### config.mk
export PLATFORM = sky130hd
export DESIGN_NAME = decimal_ascii_to_int_checked
export DESIGN_NICKNAME = d
export VERILOG_FILES = /design/src/rtl/core/dai_pkg.sv /design/src/rtl/core/decimal_ascii_to_int_checked.sv /design/src/rtl/core/dai_front.sv /design/src/rtl/core/dai_cq.sv /design/src/rtl/core/dai_back.sv
export SDC_FILE = /design/constraint.sdc
export NUM_CORES = 1
export LEC_CHECK = 0
export ABC_AREA = 1
export BUFFER_PORTS_ARGS = -buffer_cell sky130_fd_sc_hd__buf_4
export CORE_UTILIZATION = 45
export CTS_CLUSTER_SIZE = 12
export DETAILED_ROUTE_END_ITERATION = 10
export GPL_TIMING_DRIVEN = 0
export HOLD_SLACK_MARGIN = 0.12
export PLACE_DENSITY = 0.66
export SLEW_MARGIN = 20
export SYNTH_ARGS = -nofsm -noshare
export SYNTH_HDL_FRONTEND = slang
export SYNTH_SLANG_ARGS = --single-unit
### constraint.sdc
create_clock -name i_clk -period 7.7 [get_ports i_clk]
set_input_delay 0.385 -clock i_clk [delete_from_list [all_inputs] [get_ports i_clk]]
set_output_delay 0.385 -clock i_clk [all_outputs]
set_load 0.01 [all_outputs]
### src/rtl/core/dai_pkg.sv
`timescale 1ns / 1ps
// ----------------------------------------------------------------------------
// dai_pkg
// Shared types and constants for the checked decimal ASCII parser.
// ----------------------------------------------------------------------------
package dai_pkg;

    localparam int VAL_W   = 64;
    localparam int CH_W    = 8;
    localparam int DIG_W   = 4;
    localparam int MAG32_W = 32;

    // classified-character queue between front and back
    localparam int CQ_DEPTH = 2;
    localparam int CQ_AW    = $clog2(CQ_DEPTH);
    localparam int CQ_CW    = $clog2(CQ_DEPTH + 1);

    // result queue at the back end
    localparam int OQ_DEPTH = 2;
    localparam int OQ_AW    = $clog2(OQ_DEPTH);
    localparam int OQ_CW    = $clog2(OQ_DEPTH + 1);

    // mode register codes
    localparam logic MODE_S32 = 1'b0;
    localparam logic MODE_U64 = 1'b1;

    // ASCII codes
    localparam logic [CH_W-1:0] CH_HT    = 8'h09;
    localparam logic [CH_W-1:0] CH_CR    = 8'h0D;
    localparam logic [CH_W-1:0] CH_SP    = 8'h20;
    localparam logic [CH_W-1:0] CH_PLUS  = 8'h2B;
    localparam logic [CH_W-1:0] CH_MINUS = 8'h2D;
    localparam logic [CH_W-1:0] CH_ZERO  = 8'h30;
    localparam logic [CH_W-1:0] CH_NINE  = 8'h39;

    // limit / 10 and limit % 10 per mode
    localparam logic [VAL_W-1:0] LIM10_S32 = 64'd214748364;
    localparam logic [VAL_W-1:0] LIM10_U64 = 64'd1844674407370955161;
    localparam logic [DIG_W-1:0] LAST_POS  = 4'd7;
    localparam logic [DIG_W-1:0] LAST_NEG  = 4'd8;
    localparam logic [DIG_W-1:0] LAST_U64  = 4'd5;

    typedef enum logic [2:0] {
        CL_SPACE = 3'd0,
        CL_PLUS  = 3'd1,
        CL_MINUS = 3'd2,
        CL_DIGIT = 3'd3,
        CL_OTHER = 3'd4
    } t_cls;

    typedef struct packed {
        logic             mode;
        logic             first;
        t_cls             cls;
        logic [DIG_W-1:0] digit;
    } t_cls_item;

    typedef struct packed {
        logic full;
        logic empty;
    } t_cq_stat;

endpackage

### src/rtl/core/decimal_ascii_to_int_checked.sv
`timescale 1ns / 1ps
// ----------------------------------------------------------------------------
// decimal_ascii_to_int_checked
// Checked ASCII decimal to integer parser, one character per transaction.
// ----------------------------------------------------------------------------
// Feed one character per push transaction; i_first marks the first character
// of each string. Leading whitespace (space, HT..CR) is skipped, then in
// signed mode (mode 0) one optional '+' or '-' is taken, and in unsigned mode
// (mode 1) '+' is skipped like whitespace. Digits accumulate with a range
// check: signed 32-bit (-2147483648 is accepted) or unsigned 64-bit. The first
// non-digit, including the 0 terminator, produces one result transaction;
// a digit that would overflow produces a result at once with o_overflow set
// and the partial magnitude (masked to 32 bits in signed mode). Characters
// after a result are dropped until the next i_first. Signed results are 32-bit
// two's complement, zero-extended to 64 bits. A string with no digits gives 0.
// Throughput is one character per clock while the result queue has room; the
// back end multiplies by ten (shift and add) combinationally, with the limit
// compare in parallel. Results pass the character queue, then the result queue.
// full rises only when results are left unpopped long enough to fill the
// two-entry result queue and the two-entry character queue behind it. The mode
// register is written through the cfg channel (always ready) and should only
// change while no transaction is in flight.
// ----------------------------------------------------------------------------
module decimal_ascii_to_int_checked (
    input  logic                          i_clk,
    input  logic                          i_rst_n,
    // character channel
    input  logic                          push,
    output logic                          full,
    input  logic [dai_pkg::CH_W-1:0]      i_ch,
    input  logic                          i_first,
    // result channel
    output logic                          empty,
    input  logic                          pop,
    output logic [dai_pkg::VAL_W-1:0]     o_value,
    output logic                          o_overflow,
    // mode register write
    input  logic                          i_cfg_valid,
    output logic                          o_cfg_ready,
    input  logic                          i_cfg_mode
);
    import dai_pkg::*;

    t_cls_item front_item;
    t_cls_item back_item;
    t_cq_stat  cq_stat;
    logic      back_take;

    assign o_cfg_ready = 1'b1;
    assign full        = cq_stat.full;

    // front: mode register and character classification
    dai_front u_front (
        .i_clk       (i_clk),
        .i_rst_n     (i_rst_n),
        .i_ch        (i_ch),
        .i_first     (i_first),
        .i_cfg_valid (i_cfg_valid && o_cfg_ready),
        .i_cfg_mode  (i_cfg_mode),
        .o_item      (front_item)
    );

    // decouples the classifier from the parse state so each side stalls alone
    dai_cq u_cq (
        .i_clk   (i_clk),
        .i_rst_n (i_rst_n),
        .i_push  (push),
        .i_item  (front_item),
        .i_pop   (back_take),
        .o_item  (back_item),
        .o_stat  (cq_stat)
    );

    // back: parse state machine, accumulation and result queue
    dai_back u_back (
        .i_clk      (i_clk),
        .i_rst_n    (i_rst_n),
        .i_valid    (!cq_stat.empty),
        .i_item     (back_item),
        .o_take     (back_take),
        .i_pop      (pop),
        .o_empty    (empty),
        .o_value    (o_value),
        .o_overflow (o_overflow)
    );

endmodule

### src/rtl/core/dai_front.sv
`timescale 1ns / 1ps
// ----------------------------------------------------------------------------
// dai_front
// Mode register and character classifier; builds one queue entry per char.
// ----------------------------------------------------------------------------
module dai_front (
    input  logic                          i_clk,
    input  logic                          i_rst_n,
    input  logic [dai_pkg::CH_W-1:0]      i_ch,
    input  logic                          i_first,
    input  logic                          i_cfg_valid,
    input  logic                          i_cfg_mode,
    output dai_pkg::t_cls_item            o_item
);
    import dai_pkg::*;

    logic r_mode;
    logic n_mode;
    t_cls cls;

    assign n_mode = i_cfg_valid ? i_cfg_mode : r_mode;

    always_ff @(posedge i_clk) begin
        if (!i_rst_n) begin
            r_mode <= MODE_S32;
        end else begin
            r_mode <= n_mode;
        end
    end

    always_comb begin
        unique case (i_ch) inside
            CH_SP, [CH_HT:CH_CR]: cls = CL_SPACE;
            CH_PLUS:              cls = CL_PLUS;
            CH_MINUS:             cls = CL_MINUS;
            [CH_ZERO:CH_NINE]:    cls = CL_DIGIT;
            default:              cls = CL_OTHER;
        endcase
    end

    always_comb begin
        o_item.mode  = r_mode;
        o_item.first = i_first;
        o_item.cls   = cls;
        o_item.digit = DIG_W'(i_ch - CH_ZERO);
    end

endmodule

### src/rtl/core/dai_cq.sv
`timescale 1ns / 1ps
// ----------------------------------------------------------------------------
// dai_cq
// Short queue of classified characters between front and back.
// ----------------------------------------------------------------------------
module dai_cq (
    input  logic                 i_clk,
    input  logic                 i_rst_n,
    input  logic                 i_push,
    input  dai_pkg::t_cls_item   i_item,
    input  logic                 i_pop,
    output dai_pkg::t_cls_item   o_item,
    output dai_pkg::t_cq_stat    o_stat
);
    import dai_pkg::*;

    t_cls_item        r_mem [CQ_DEPTH];
    logic [CQ_AW-1:0] r_wp, n_wp;
    logic [CQ_AW-1:0] r_rp, n_rp;
    logic [CQ_CW-1:0] r_cnt, n_cnt;
    logic             do_push;
    logic             do_pop;

    assign o_stat.full  = (r_cnt == CQ_CW'(CQ_DEPTH));
    assign o_stat.empty = (r_cnt == '0);
    assign do_push      = i_push && !o_stat.full;
    assign do_pop       = i_pop && !o_stat.empty;
    assign o_item       = r_mem[r_rp];

    always_comb begin
        n_wp  = r_wp;
        n_rp  = r_rp;
        n_cnt = r_cnt;
        if (do_push) begin
            n_wp = (r_wp == CQ_AW'(CQ_DEPTH - 1)) ? '0 : r_wp + 1'b1;
        end
        if (do_pop) begin
            n_rp = (r_rp == CQ_AW'(CQ_DEPTH - 1)) ? '0 : r_rp + 1'b1;
        end
        if (do_push && !do_pop) begin
            n_cnt = r_cnt + 1'b1;
        end else if (!do_push && do_pop) begin
            n_cnt = r_cnt - 1'b1;
        end
    end

    always_ff @(posedge i_clk) begin
        if (!i_rst_n) begin
            r_wp  <= '0;
            r_rp  <= '0;
            r_cnt <= '0;
        end else begin
            r_wp  <= n_wp;
            r_rp  <= n_rp;
            r_cnt <= n_cnt;
        end
    end

    always_ff @(posedge i_clk) begin
        if (do_push) begin
            r_mem[r_wp] <= i_item;
        end
    end

endmodule

### src/rtl/core/dai_back.sv
`timescale 1ns / 1ps
// ----------------------------------------------------------------------------
// dai_back
// Parse state, digit accumulation with limit check, and the result queue.
// ----------------------------------------------------------------------------
module dai_back (
    input  logic                       i_clk,
    input  logic                       i_rst_n,
    input  logic                       i_valid,
    input  dai_pkg::t_cls_item         i_item,
    output logic                       o_take,
    input  logic                       i_pop,
    output logic                       o_empty,
    output logic [dai_pkg::VAL_W-1:0]  o_value,
    output logic                       o_overflow
);
    import dai_pkg::*;

    typedef enum logic [2:0] {
        PH_LEAD   = 3'b001,
        PH_DIGITS = 3'b010,
        PH_DONE   = 3'b100
    } t_phase;

    t_phase             r_phase, n_phase;
    logic [VAL_W-1:0]   r_acc, n_acc;
    logic               r_neg, n_neg;

    t_phase             e_phase;
    logic [VAL_W-1:0]   e_acc;
    logic               e_neg;
    logic [VAL_W-1:0]   lim10;
    logic [DIG_W-1:0]   lastmax;
    logic               dig_ovf;
    logic [VAL_W-1:0]   acc10;
    logic [MAG32_W-1:0] fin_s;
    logic [VAL_W-1:0]   fin_val;
    logic [VAL_W-1:0]   ovf_val;
    logic               emit;
    logic [VAL_W-1:0]   emit_val;
    logic               emit_ovf;
    logic               run;

    // result queue
    logic [VAL_W-1:0]   r_oq_val [OQ_DEPTH];
    logic               r_oq_ovf [OQ_DEPTH];
    logic [OQ_AW-1:0]   r_oq_wp, n_oq_wp;
    logic [OQ_AW-1:0]   r_oq_rp, n_oq_rp;
    logic [OQ_CW-1:0]   r_oq_cnt, n_oq_cnt;
    logic               oq_push;
    logic               oq_pop;

    assign run    = i_valid && (r_oq_cnt != OQ_CW'(OQ_DEPTH));
    assign o_take = run;

    // a new string clears the state before the character is handled
    always_comb begin
        e_phase = i_item.first ? PH_LEAD : r_phase;
        e_acc   = i_item.first ? '0 : r_acc;
        e_neg   = i_item.first ? 1'b0 : r_neg;
    end

    always_comb begin
        lim10   = (i_item.mode == MODE_U64) ? LIM10_U64 : LIM10_S32;
        lastmax = (i_item.mode == MODE_U64) ? LAST_U64 :
                  (e_neg ? LAST_NEG : LAST_POS);
        dig_ovf = (e_acc > lim10) || ((e_acc == lim10) && (i_item.digit > lastmax));
        acc10   = (e_acc << 3) + (e_acc << 1) + VAL_W'(i_item.digit);
        fin_s   = e_neg ? (~e_acc[MAG32_W-1:0] + 1'b1) : e_acc[MAG32_W-1:0];
        fin_val = (i_item.mode == MODE_U64) ? e_acc : VAL_W'(fin_s);
        ovf_val = (i_item.mode == MODE_U64) ? e_acc : VAL_W'(e_acc[MAG32_W-1:0]);
    end

    always_comb begin
        n_phase  = e_phase;
        n_acc    = e_acc;
        n_neg    = e_neg;
        emit     = 1'b0;
        emit_val = fin_val;
        emit_ovf = 1'b0;
        unique case (e_phase)
            PH_LEAD, PH_DIGITS: begin
                if (i_item.cls == CL_DIGIT) begin
                    if (dig_ovf) begin
                        emit     = 1'b1;
                        emit_val = ovf_val;
                        emit_ovf = 1'b1;
                        n_phase  = PH_DONE;
                    end else begin
                        n_acc   = acc10;
                        n_phase = PH_DIGITS;
                    end
                end else if (e_phase == PH_LEAD && i_item.cls == CL_SPACE) begin
                    n_phase = PH_LEAD;
                end else if (e_phase == PH_LEAD && i_item.cls == CL_PLUS &&
                             i_item.mode == MODE_U64) begin
                    n_phase = PH_LEAD;
                end else if (e_phase == PH_LEAD && i_item.mode == MODE_S32 &&
                             (i_item.cls == CL_PLUS || i_item.cls == CL_MINUS)) begin
                    n_neg   = (i_item.cls == CL_MINUS);
                    n_phase = PH_DIGITS;
                end else begin
                    emit    = 1'b1;
                    n_phase = PH_DONE;
                end
            end
            default: begin
                n_phase = e_phase;
            end
        endcase
    end

    always_ff @(posedge i_clk) begin
        if (!i_rst_n) begin
            r_phase <= PH_LEAD;
            r_acc   <= '0;
            r_neg   <= 1'b0;
        end else if (run) begin
            r_phase <= n_phase;
            r_acc   <= n_acc;
            r_neg   <= n_neg;
        end
    end

    // result queue
    assign o_empty    = (r_oq_cnt == '0);
    assign oq_push    = run && emit;
    assign oq_pop     = i_pop && !o_empty;
    assign o_value    = r_oq_val[r_oq_rp];
    assign o_overflow = r_oq_ovf[r_oq_rp];

    always_comb begin
        n_oq_wp  = r_oq_wp;
        n_oq_rp  = r_oq_rp;
        n_oq_cnt = r_oq_cnt;
        if (oq_push) begin
            n_oq_wp = (r_oq_wp == OQ_AW'(OQ_DEPTH - 1)) ? '0 : r_oq_wp + 1'b1;
        end
        if (oq_pop) begin
            n_oq_rp = (r_oq_rp == OQ_AW'(OQ_DEPTH - 1)) ? '0 : r_oq_rp + 1'b1;
        end
        if (oq_push && !oq_pop) begin
            n_oq_cnt = r_oq_cnt + 1'b1;
        end else if (!oq_push && oq_pop) begin
            n_oq_cnt = r_oq_cnt - 1'b1;
        end
    end

    always_ff @(posedge i_clk) begin
        if (!i_rst_n) begin
            r_oq_wp  <= '0;
            r_oq_rp  <= '0;
            r_oq_cnt <= '0;
        end else begin
            r_oq_wp  <= n_oq_wp;
            r_oq_rp  <= n_oq_rp;
            r_oq_cnt <= n_oq_cnt;
        end
    end

    always_ff @(posedge i_clk) begin
        if (oq_push) begin
            r_oq_val[r_oq_wp] <= emit_val;
            r_oq_ovf[r_oq_wp] <= emit_ovf;
        end
    end

endmodule

==> results.ini, run 1 <==
[route]
ant_nets = 0
wl_per_cell_microns = 18.30
drtIter0Drc = 1645
drc = 0
vias = 16110
routed_wl_mm = 54.61
vias_per_cell = 5.400
first_pass_iters = 6

[global_routing]
grt_usage_pct = 27.91
grt_max_degree = 38
gr-total-overflow = 0
antenna_found_initial = 0
grt_pass1_vias = 14980
grt_pass1_wl_mm = 83.72

[power]
switching_share_pct = 45.07
finalPower_mw = 6.403
p_clk_share_pct = 16.6
power_density_nw_per_um2 = 333.3
p_leak_nw = 9.357
pwr-share-seq_pct = 29.1
ir_worst_vdd_mv = 0.1624
switchingPower_mw = 2.886
p_int_mw = 3.517
combPwrFrac_pct = 54.3

[timing]
min_period_ns = 5.536
finalSetupViolations = 0
slew_viol_final = 0
final-hold-violation-count = 0
rsz0062_at_grt = no
finalSetupTns_ns = 0
worst_pin_slew_ns = 0.8007
fin_skew_ns = 0.02456
min_period_over_period_pct = 71.89
relSlewSlack_pct = 46.42
fmaxAchievable_mhz = 180.6

[synth]
synth-edff-count = 148
synth-async-reset-ratio_pct = 0
netlist_area_sq_um = 17110
synth.avg_cell_area_sq_um = 7.317
ys_seq_area_share_pct = 35.21
yosysWarnings = 0
syn_nets = 2491
synth_cell_types = 52
synth-main-ff-cell = edfxtp_1
synth_seq_cells = 227
synth_cells = 2339

[die]
start_util_pct = 45.54
die_h_microns = 197.0
ios = 83
rows = 71
die_area_sq_um = 38810
die_w_microns = 197.0
fp.coreArea_sq_um = 37580

[layout]
fill_cells = 3768
drive_gt1_share_pct = 9.503
final_cell_count_no_fill = 2984
syn2layout_area_growth_pct = 12.26
seqCellArea_sq_um = 6026
multi_input_comb_area_sq_um = 9532
antennaDiodeCount = 0
final_nets = 2609
post-route-util_pct = 51.13

[clocking]
cts_root_buf = clkbuf_16
cts_tree = yes
cts_setup_buffers = 0
ctsLongestPathBuffers = 3
clk_pin_slew_ns = 0.06
ctsResizeCount = 0
clk_latency_ns = 0.54
htreeDepth = 1
cts.sink_count = 227
numCtsBuffers = 24

[worst_setup_path]
crit_chain = buf_4 -> nand2_1 -> nand2_1 -> inv_2 -> clkbuf_1 -> clkbuf_1 -> clkbuf_2 -> ha_1 -> nand2_1 -> nand3b_1 -> nor2_1 -> nand3_1 -> nor2_1 -> nand3_1 -> nor2_1 -> nand4_1 -> nand2_1 -> inv_1 -> nand2_1 -> nand2_1 -> nor2_4 -> buf_12
path_class = reg2reg
slowest_stage = clkbuf_2
cpMostUsedCell = nand2_1
cpPeakStageDelay_ns = 0.58
crit_path_max_fanout = 26
cp.arrival_ns = 5.76
critPathCaptureType = flip-flop
required_ns = 7.92
cp-start-kind = flip-flop

[place]
place_congestion = 0.9681
port_buffers = 81
hpwl_mm = 44.67
dp.cells = 2934

[outcome]
outcome = completed

[run]
max-cap-violations = 0

[worst_hold_path]
min_path_type = in2reg

==> Yosys cell counts (3+ instances only) <==
cell / n / area [sq um]
mux2_2: 65 / 732.0
a21o_1: 11 / 82.58
a31oi_1: 11 / 68.82
o21ai_0: 125 / 625.6
or2_2: 3 / 18.77
dfxtp_1: 79 / 1582
nand2_2: 3 / 18.77
nor3_1: 30 / 150.1
a21oi_1: 167 / 835.8
buf_4: 11 / 82.58
xor2_1: 58 / 508.0
o21ai_1: 4 / 20.02
nor2_2: 3 / 18.77
nand3_1: 144 / 720.7
ha_1: 136 / 1702
o211ai_1: 7 / 52.55
nand2_1: 574 / 2155
xnor2_1: 12 / 105.1
o21bai_1: 7 / 52.55
buf_1: 6 / 22.52
nor2_1: 266 / 998.5
inv_1: 319 / 1197
buf_2: 16 / 80.08
nor4_1: 5 / 31.28
edfxtp_1: 148 / 4444
nand3b_1: 6 / 45.04
inv_2: 5 / 18.77
clkbuf_1: 36 / 135.1
o21a_1: 8 / 60.06
and3_1: 3 / 18.77
nand4_1: 38 / 237.7
a21boi_0: 8 / 60.06
==> flip-flops by register name (all words and copies together), names as in the netlist, named ones only <==
name	flops
u_back.r_oq_wp	1
u_cq.r_mem	18
u_cq.r_rp	1
u_back.r_phase	3
u_cq.r_wp	1
u_back.r_neg	1
u_back.r_oq_cnt	2
u_back.r_oq_rp	1
u_back.r_oq_ovf	2
u_back.r_oq_val	128
u_back.r_acc	64
u_cq.r_cnt	2
u_front.r_mode	1
==> cells by family after synthesis <==
group                    after synthesis  share of synthesized area (%)
flip-flops                           227                          35.21
XOR/XNOR                              70                          3.582
multiplexers                          66                          4.335
adder cells (fa/ha/maj)              137                          10.06
AO/OA/AOI/OAI                        360                          11.46
buffers and inverters                396                          9.139
other                                  1                        0.02191
AND/OR/NAND/NOR                     1082                          26.20
==> stage by stage <==
stage	instance area (sq um)	setup WS, ns	hold WS (ns)
after floorplan	17110	1.459	0.4203
after global placement	18360	-1.774	0.4385
after detailed placement	18430	1.825	0.4418
after CTS	19210	1.791	0.2394
after global routing	19210	1.895	0.2967
final	19210	2.164	0.2552
==> cell type report <==
class | instances | share of cell area [%]
well taps | 511 | 3.328
clock inverters | 7 | 0.2475
multi-input cells | 1716 | 49.61
clock buffers | 35 | 3.393
inverters | 324 | 6.343
repair buffers | 92 | 3.894
plain buffers | 72 | 1.817
flip-flops and latches | 227 | 31.36
==> critical path, delay by kind of cell (launching register included) <==
kind | cells | cell delay, ns
DFF | 1 | 0.32
buffers and inverters | 7 | 2.16
and+or+nand+nor | 14 | 2.49
adders and majority gates | 1 | 0.23
==> timing repair <==
action,CTS,global route
hold buffers,8,0
setup endpoints to repair,0,0
endpoints found under the hold margin,12,0
==> layer usage <==
layer | GRT usage (%) | share of wire (%)
met1 | 39.75 | 46
met2 | 44.14 | 43
met3 | 3.142 | 7.8
met4 | 8.843 | 3.0
met5 | 0 | 0
==> final timing paths <==
path,startpoint,to,cells past startpoint,slack (ns)
setup / recovery,flip-flop,u_back.r_oq_ovf[0],22,2.16
hold / removal,i_ch[5],u_cq.r_mem[0][4],3,0.26
setup reg to reg,flip-flop,u_back.r_oq_ovf[0],22,2.16
hold reg to reg,u_cq.r_rp,u_cq.r_rp,1,0.46
==> power by group through the flow <==
| stage | Combinational (mW) | Sequential (mW) | Clock, mW |
|---|---|---|---|
| floorplan | 2.24 | 1.88 | 0 |
| CTS | 3.43 | 1.86 | 1.07 |
| global route | 3.79 | 1.89 | 1.12 |
| detailed placement | 3.41 | 1.89 | 0 |
| global placement | 3.31 | 1.92 | 0 |
| finish | 3.48 | 1.86 | 1.06 |
==> cell usage in the layout (no fill, tap or decap), drive strengths merged, types with 11 or more instances in the layout <==
cell type,Yosys,layout
buf,35,119
nand2,579,579
a21o,11,11
nand3,145,145
clkbuf,37,72
nor2,270,270
a21oi,168,168
mux2,65,65
dfxtp,79,79
edfxtp,148,148
nand4,38,38
ha,136,136
xnor2,12,12
xor2,58,58
inv,324,324
a31oi,11,11
o21ai,129,129
nor3,30,30
Note: power is estimated with default switching activity, not from simulation.
==> inputs of run 2 (changes only) <==
==> constraint.sdc (replaced) <==
create_clock -name i_clk -period 5.8 [get_ports i_clk]
set_input_delay 0.29 -clock i_clk [delete_from_list [all_inputs] [get_ports i_clk]]
set_output_delay 0.29 -clock i_clk [all_outputs]
set_load 0.01 [all_outputs]
==> run 2 against run 1 <==
Cell count barely moved. Maximum frequency is essentially flat. Largest power group unchanged. Sequential share of layout area stayed put. Clock skew fell by 0.0033 ns. Total power grew 33%. Sequential power rose by 33%. Routed wire length grew 0.21%. Critical path type unchanged. Count of clock-buffer cells in the layout is 1 lower. Register-to-register slack worse by 1.9 ns. Die area unchanged. Via count increased by 0.79%.
==> results.ini, run 2 (same netlist as run 1, synthesis figures left out) <==
[route]
drtIter0Drc = 1721  ; was 1645
drc = 0  ; unchanged
vias = 16240  ; was 16110
vias_per_cell = 5.446  ; was 5.400
ant_nets = 0  ; unchanged
first_pass_iters = 6  ; unchanged
routed_wl_mm = 54.73  ; was 54.61 mm
wl_per_cell_microns = 18.35  ; was 18.30 microns

[worst_setup_path]
slowest_stage = clkbuf_2  ; unchanged
cpMostUsedCell = nand2_1  ; unchanged
cp-start-kind = flip-flop  ; unchanged
crit_path_max_fanout = 25  ; was 26
cp.arrival_ns = 5.75  ; was 5.76 ns
path_class = reg2reg  ; unchanged
cpPeakStageDelay_ns = 0.59  ; was 0.58 ns
required_ns = 6.01  ; was 7.92 ns
critical_path_buf_inv_count = 9  ; was 7
critPathTopFamily = buffers and inverters  ; was simple AND/OR/NAND/NOR gates
critPathCaptureType = flip-flop  ; unchanged
crit_chain = buf_4 -> nand2_1 -> nand2_1 -> inv_2 -> clkbuf_1 -> clkbuf_1 -> clkbuf_2 -> ha_1 -> nand2_1 -> nand3b_1 -> nor2_1 -> nand3_1 -> nor2_1 -> nand3_1 -> nor2_1 -> nand4_1 -> nand2_1 -> inv_1 -> nand2_1 -> nand2_1 -> nor2_4 -> buf_12 -> buf_12 -> buf_12  ; was buf_4 -> nand2_1 -> nand2_1 -> inv_2 -> clkbuf_1 -> clkbuf_1 -> clkbuf_2 -> ha_1 -> nand2_1 -> nand3b_1 -> nor2_1 -> nand3_1 -> nor2_1 -> nand3_1 -> nor2_1 -> nand4_1 -> nand2_1 -> inv_1 -> nand2_1 -> nand2_1 -> nor2_4 -> buf_12

[timing]
holdWs_ns = 0.1725  ; was 0.2552 ns
slew_viol_final = 0  ; unchanged
final-hold-violation-count = 0  ; unchanged
fmaxAchievable_mhz = 180.5  ; was 180.6 MHz
finalSetupViolations = 0  ; unchanged
min_period_over_period_pct = 95.50  ; was 71.89%
relSlewSlack_pct = 43.60  ; was 46.42%
min_period_ns = 5.539  ; was 5.536 ns
fin_skew_ns = 0.02122  ; was 0.02456 ns
rsz0062_at_grt = no  ; unchanged
worst_pin_slew_ns = 0.8429  ; was 0.8007 ns

[clocking]
cts.sink_count = 227  ; unchanged
cts_tree = yes  ; unchanged
clk_latency_ns = 0.53  ; was 0.54 ns
cts_root_buf = clkbuf_16  ; unchanged
clk_pin_slew_ns = 0.06  ; about the same
numCtsBuffers = 23  ; was 24
htreeDepth = 1  ; unchanged
ctsLongestPathBuffers = 3  ; unchanged

[die]
rows = 71  ; unchanged
die_area_sq_um = 38810  ; unchanged
start_util_pct = 45.54  ; unchanged
die_w_microns = 197.0  ; unchanged
fp.coreArea_sq_um = 37580  ; unchanged
ios = 83  ; unchanged
die_h_microns = 197.0  ; unchanged

[layout]
largest_register = u_back.r_oq_val  ; unchanged
final_common_cell = nand2_1  ; unchanged
syn2layout_area_growth_pct = 12.26  ; unchanged
drive_gt1_share_pct = 9.551  ; was 9.503%
antennaDiodeCount = 0  ; unchanged
largest_reg_flops = 128  ; unchanged
top_regs = u_back.r_oq_val: 128 flops, u_back.r_acc: 64 flops, u_cq.r_mem: 18 flops  ; unchanged
final_nets = 2611  ; was 2609
post-route-util_pct = 51.13  ; unchanged
final_cell_mix = 574 x nand2_1, 318 x inv_1, 265 x nor2_1  ; unchanged

[power]
p_leak_nw = 9.364  ; was 9.357 nW
ir_worst_vdd_mv = 0.2287  ; was 0.1624 mV
power_density_nw_per_um2 = 442.8  ; was 333.3 nW/um^2

[global_routing]
grt_pass1_vias = 15130  ; was 14980
antenna_found_initial = 0  ; unchanged
grt_usage_pct = 28.05  ; was 27.91%
use_met3_pct = 2.305  ; was 3.142%
grt_max_degree = 57  ; was 38
grt_util_met1_pct = 40.26  ; was 39.75%
gr-usage-met2_pct = 44.48  ; was 44.14%
grt_pass1_wl_mm = 84.55  ; was 83.72 mm
gr-total-overflow = 0  ; unchanged
busiest_layer = met2  ; unchanged

[place]
hpwl_mm = 44.39  ; was 44.67 mm
place_congestion = 0.9584  ; was 0.9681
port_buffers = 81  ; unchanged

[run]
max-cap-violations = 0  ; unchanged

[outcome]
outcome = completed  ; unchanged

[worst_hold_path]
min_path_type = in2reg  ; unchanged

==> run 2: cell types whose count changed in the layout (fill, tap and decap cells not counted), sizes merged <==
cell	before	now
inv	324	325
buf	119	122
clkinvlp	1	0
clkinv	6	2
clkbuf	72	71
==> run 2: path summary, 6_finish.rpt <==
| path | slack [ns] | cells after the start | end | start |
|---|---|---|---|---|
| min reg2reg | 0.46 | 1 | u_cq.r_rp | u_cq.r_rp |
| min | 0.17 | 3 | u_cq.r_mem[0][4] | i_ch[5] |
| max reg2reg | 0.26 | 24 | u_back.r_oq_val[0][23] | flip-flop |
| max | 0.26 | 24 | u_back.r_oq_val[0][23] | flip-flop |
==> run 2: worst min-delay path: cells and delay by family <==
family | cells | cell delay [ns]
and+or+nand+nor | 2 | 0.21
buffers and inverters | 1 | 0.10
==> run 2: final cells by class <==
type                       instances  area (sq um)
multi-input combinational       1716          9532
buffer                            72         349.1
sequential                       227          6026
fill                            3694         18370
tap                              511         639.4
timing repair buffer              95         790.8
clock inverter                     3         17.52
inverter                         324          1219
clock buffer                      34         639.4
==> run 2: metal layers <==
metal,routed length (microns),share of wire [%]
met1,24970,46
met2,24020,44
met3,4112,7.5
met4,1621,3.0
met5,0,0
==> run 2: stage by stage <==
stage | setup slack (ns) | setup TNS (ns) | cells | cell area (sq um) | total power [mW]
after detailed placement | 0.1252 | 0 | 2934 | 18440 | 7.044
after floorplan | 0.6465 | 0 | 2339 | 17120 | 5.451
after CTS | 0.08508 | 0 | 2979 | 19180 | 8.411
after global placement | -2.010 | -217.08 | 2931 | 18360 | 6.922
after global routing | 0.03263 | 0 | 2982 | 19210 | 9.066
final | 0.2609 | 0 | 2982 | 19210 | 8.506
==> run 2: power breakdown <==
group          leakage, nW  internal (mW)  total [mW]  switching (mW)
Clock                0.324          0.756        1.36           0.603
Combinational         7.00           1.61        4.67            3.07
Sequential            2.04           2.33        2.47           0.147
Total                 9.36           4.69        8.51            3.82
==> run 2: repair_timing <==
action | in CTS | in global routing
setup buffers | 0 | 3
endpoints found under the hold margin | 15 | 0
gates resized for setup | 0 | 0
hold buffers | 8 | 0
endpoints found under the setup margin | 0 | 48
==> inputs of run 3 (changes only) <==
--- a/config.mk
+++ b/config.mk
@@ -7,12 +7,12 @@
 export LEC_CHECK = 0
 export ABC_AREA = 1
 export BUFFER_PORTS_ARGS = -buffer_cell sky130_fd_sc_hd__buf_4
-export CORE_UTILIZATION = 45
+export CORE_UTILIZATION = 55
 export CTS_CLUSTER_SIZE = 12
 export DETAILED_ROUTE_END_ITERATION = 10
 export GPL_TIMING_DRIVEN = 0
 export HOLD_SLACK_MARGIN = 0.12
-export PLACE_DENSITY = 0.66
+export PLACE_DENSITY = 0.77
 export SLEW_MARGIN = 20
 export SYNTH_ARGS = -nofsm -noshare
 export SYNTH_HDL_FRONTEND = slang
==> run 3 against run 2 <==
Routed wire length is 0.38% lower. Via count grew 2.4%. Non-clock buffer count down 3. Highest routed layer unchanged. Global-route usage rose by 5.6 points. Maximum frequency fell by 1.8%. Critical endpoint is now u_back.r_oq_val[0][28]. Critical path type unchanged. Clock skew fell by 0.0024 ns. Worst hold slack improved by 0.0034 ns. Worst setup slack worse by 0.10 ns.
==> results.ini, run 3 (same netlist as run 1, synthesis figures left out) <==
[global_routing]
grt_usage_pct = 33.64  ; was 28.05%
gr-total-overflow = 0  ; unchanged
grt_max_degree = 36  ; was 57
grt_pass1_vias = 15130  ; about the same
antenna_found_initial = 0  ; unchanged
grt_pass1_wl_mm = 82.33  ; was 84.55 mm

[worst_setup_path]
critPathCaptureType = flip-flop  ; unchanged
reg2reg_slack_ns = 0.16  ; was 0.26 ns
timing.rr.end = u_back.r_oq_val[0][28]  ; was u_back.r_oq_val[0][23]
rr_worst_depth = 22  ; was 24
path_class = reg2reg  ; unchanged
required_ns = 6.01  ; about the same
crit_path_max_fanout = 26  ; was 25
cp-start-kind = flip-flop  ; unchanged
cp.arrival_ns = 5.85  ; was 5.75 ns

[route]
routed_wl_mm = 54.52  ; was 54.73 mm
drc = 0  ; unchanged
wl_per_cell_microns = 19.00  ; was 18.35 microns
vias_per_cell = 5.793  ; was 5.446
first_pass_iters = 6  ; unchanged
ant_nets = 0  ; unchanged
drtIter0Drc = 1941  ; was 1721
vias = 16630  ; was 16240

[layout]
syn2layout_area_growth_pct = 11.44  ; was 12.26%
final_common_cell = nand2_1  ; unchanged
antennaDiodeCount = 0  ; unchanged
largest_reg_flops = 128  ; unchanged
drive_gt1_share_pct = 9.378  ; was 9.551%
top_regs = u_back.r_oq_val: 128 flops, u_back.r_acc: 64 flops, u_cq.r_mem: 18 flops  ; unchanged
largest_register = u_back.r_oq_val  ; unchanged
final_cell_mix = 574 x nand2_1, 318 x inv_1, 265 x nor2_1  ; unchanged
final_nets = 2609  ; was 2611

[power]
combPwrFrac_pct = 54.5  ; was 55.0%
ir_worst_vdd_mv = 0.2985  ; was 0.2287 mV
switching_share_pct = 45.06  ; was 44.89%
p_int_mw = 4.707  ; was 4.688 mW
pwr-share-seq_pct = 29.1  ; about the same
switchingPower_mw = 3.861  ; was 3.818 mW
power_density_nw_per_um2 = 449.2  ; was 442.8 nW/um^2
p_leak_nw = 9.354  ; was 9.364 nW
p_clk_share_pct = 16.4  ; was 16.0%
finalPower_mw = 8.568  ; was 8.506 mW

[timing]
rsz0062_at_grt = no  ; unchanged
fin_skew_ns = 0.01880  ; was 0.02122 ns
slew_viol_final = 0  ; unchanged
min_period_ns = 5.641  ; was 5.539 ns
relSlewSlack_pct = 42.71  ; was 43.60%
final-hold-violation-count = 0  ; unchanged
min_period_over_period_pct = 97.26  ; was 95.50%
worst_pin_slew_ns = 0.8561  ; was 0.8429 ns
finalSetupViolations = 0  ; unchanged
finalSetupTns_ns = 0  ; unchanged
fmaxAchievable_mhz = 177.3  ; was 180.5 MHz

[worst_hold_path]
min_path_type = in2reg  ; unchanged
hold_depth = 3  ; unchanged
min_from = i_ch[5]  ; unchanged
hold_path_end = u_cq.r_mem[1][4]  ; was u_cq.r_mem[0][4]

[die]
die_w_microns = 178.4  ; was 197.0 microns
die_h_microns = 178.4  ; was 197.0 microns
fp.coreArea_sq_um = 30590  ; was 37580 sq um
ios = 83  ; unchanged
die_area_sq_um = 31820  ; was 38810 sq um
rows = 64  ; was 71
start_util_pct = 55.95  ; was 45.54%

[clocking]
numCtsBuffers = 23  ; unchanged
cts_root_buf = clkbuf_16  ; unchanged
ctsLongestPathBuffers = 3  ; unchanged
cts_tree = yes  ; unchanged
clk_pin_slew_ns = 0.07  ; was 0.06 ns
clk_latency_ns = 0.52  ; was 0.53 ns
cts.sink_count = 227  ; unchanged
htreeDepth = 1  ; unchanged

[run]
max-cap-violations = 0  ; unchanged

[place]
hpwl_mm = 43.24  ; was 44.39 mm
port_buffers = 81  ; unchanged
place_congestion = 1.023  ; was 0.9584

[outcome]
outcome = completed  ; unchanged

## run 3: through the flow
| step | instance area (sq um) | cells | hold slack [ns] | worst slack, ns | utilization, % |
|---|---|---|---|---|---|
| 6_report | 19070 | 2870 | 0.1759 | 0.1587 | 62.35 |
| 2_1_floorplan | 17120 | 2339 | 0.3842 | 0.6465 | - |
| 3_5_place_dp | 18300 | 2819 | 0.4423 | 0.2642 | 59.81 |
| 3_3_place_gp | 18220 | 2816 | 0.4385 | -1.927 | 59.56 |
| 4_1_cts | 19070 | 2869 | 0.1667 | 0.2119 | 62.33 |
| 5_1_grt | 19070 | 2870 | 0.1994 | 0.05275 | 62.35 |
## run 3: how the worst max path moves through the flow
stage                          from                      to  slack (ns)  cells past startpoint
after global routing      flip-flop  u_back.r_oq_val[0][28]        0.05                     22
after global placement    flip-flop  u_back.r_oq_val[0][30]       -1.93                     21
after floorplan           flip-flop      u_back.r_oq_ovf[0]        0.65                     21
final                     flip-flop  u_back.r_oq_val[0][28]        0.16                     22
after detailed placement  flip-flop  u_back.r_oq_val[0][30]        0.26                     22
after CTS                 flip-flop  u_back.r_oq_val[0][28]        0.21                     22
## run 3: worst max-delay path, cell delays in order (launching register included)
cell and delay [ns]:
dfxtp_1 0.32, buf_4 0.18, nand2_1 0.17, nand2_1 0.14
inv_2 0.14, clkbuf_1 0.49, clkbuf_1 0.50, buf_2 0.57
ha_1 0.22, nand2_1 0.05, nand3b_1 0.14, nor2_1 0.15
nand3_1 0.08, nor2_1 0.27, nand3_1 0.15, nor2_1 0.15
nand4_1 0.14, nand2_1 0.23, inv_1 0.07, nand2_1 0.10
nand2_1 0.22, nor2_4 0.52, buf_12 0.26
## run 3: timing repair
item	in CTS	in global routing
hold endpoints to repair	15	0
resized for setup	0	1
setup endpoints to repair	0	46
hold buffers	8	0
setup buffers	0	0
## run 3: power groups by stage
| stage | combinational [mW] | clock, mW | sequential [mW] |
|---|---|---|---|
| finish | 4.67 | 1.41 | 2.49 |
| global placement | 4.34 | 0 | 2.52 |
| floorplan | 2.97 | 0 | 2.48 |
| CTS | 4.54 | 1.41 | 2.49 |
| detailed placement | 4.50 | 0 | 2.52 |
| global route | 5.06 | 1.46 | 2.53 |
## run 3: per-layer routing
metal	vias up	GRT usage [%]	share of wire, %	routed length, microns
met5	-	0	0	0
met3	137	2.877	8.9	4861
met1	7655	47.74	44	23860
met4	0	12.61	3.8	2067
met2	864	53.10	44	23730
li1	7970	-	-	-
## run 3: final cells by class
cell class / instances / area [sq um]
Sequential cell: 227 / 6026
Multi-Input combinational cell: 1717 / 9538
Clock buffer: 39 / 646.9
Inverter: 324 / 1219
Tap cell: 396 / 495.5
Fill cell: 2747 / 11520
Timing Repair Buffer: 92 / 755.7
Buffer: 72 / 349.1
Clock inverter: 3 / 42.54
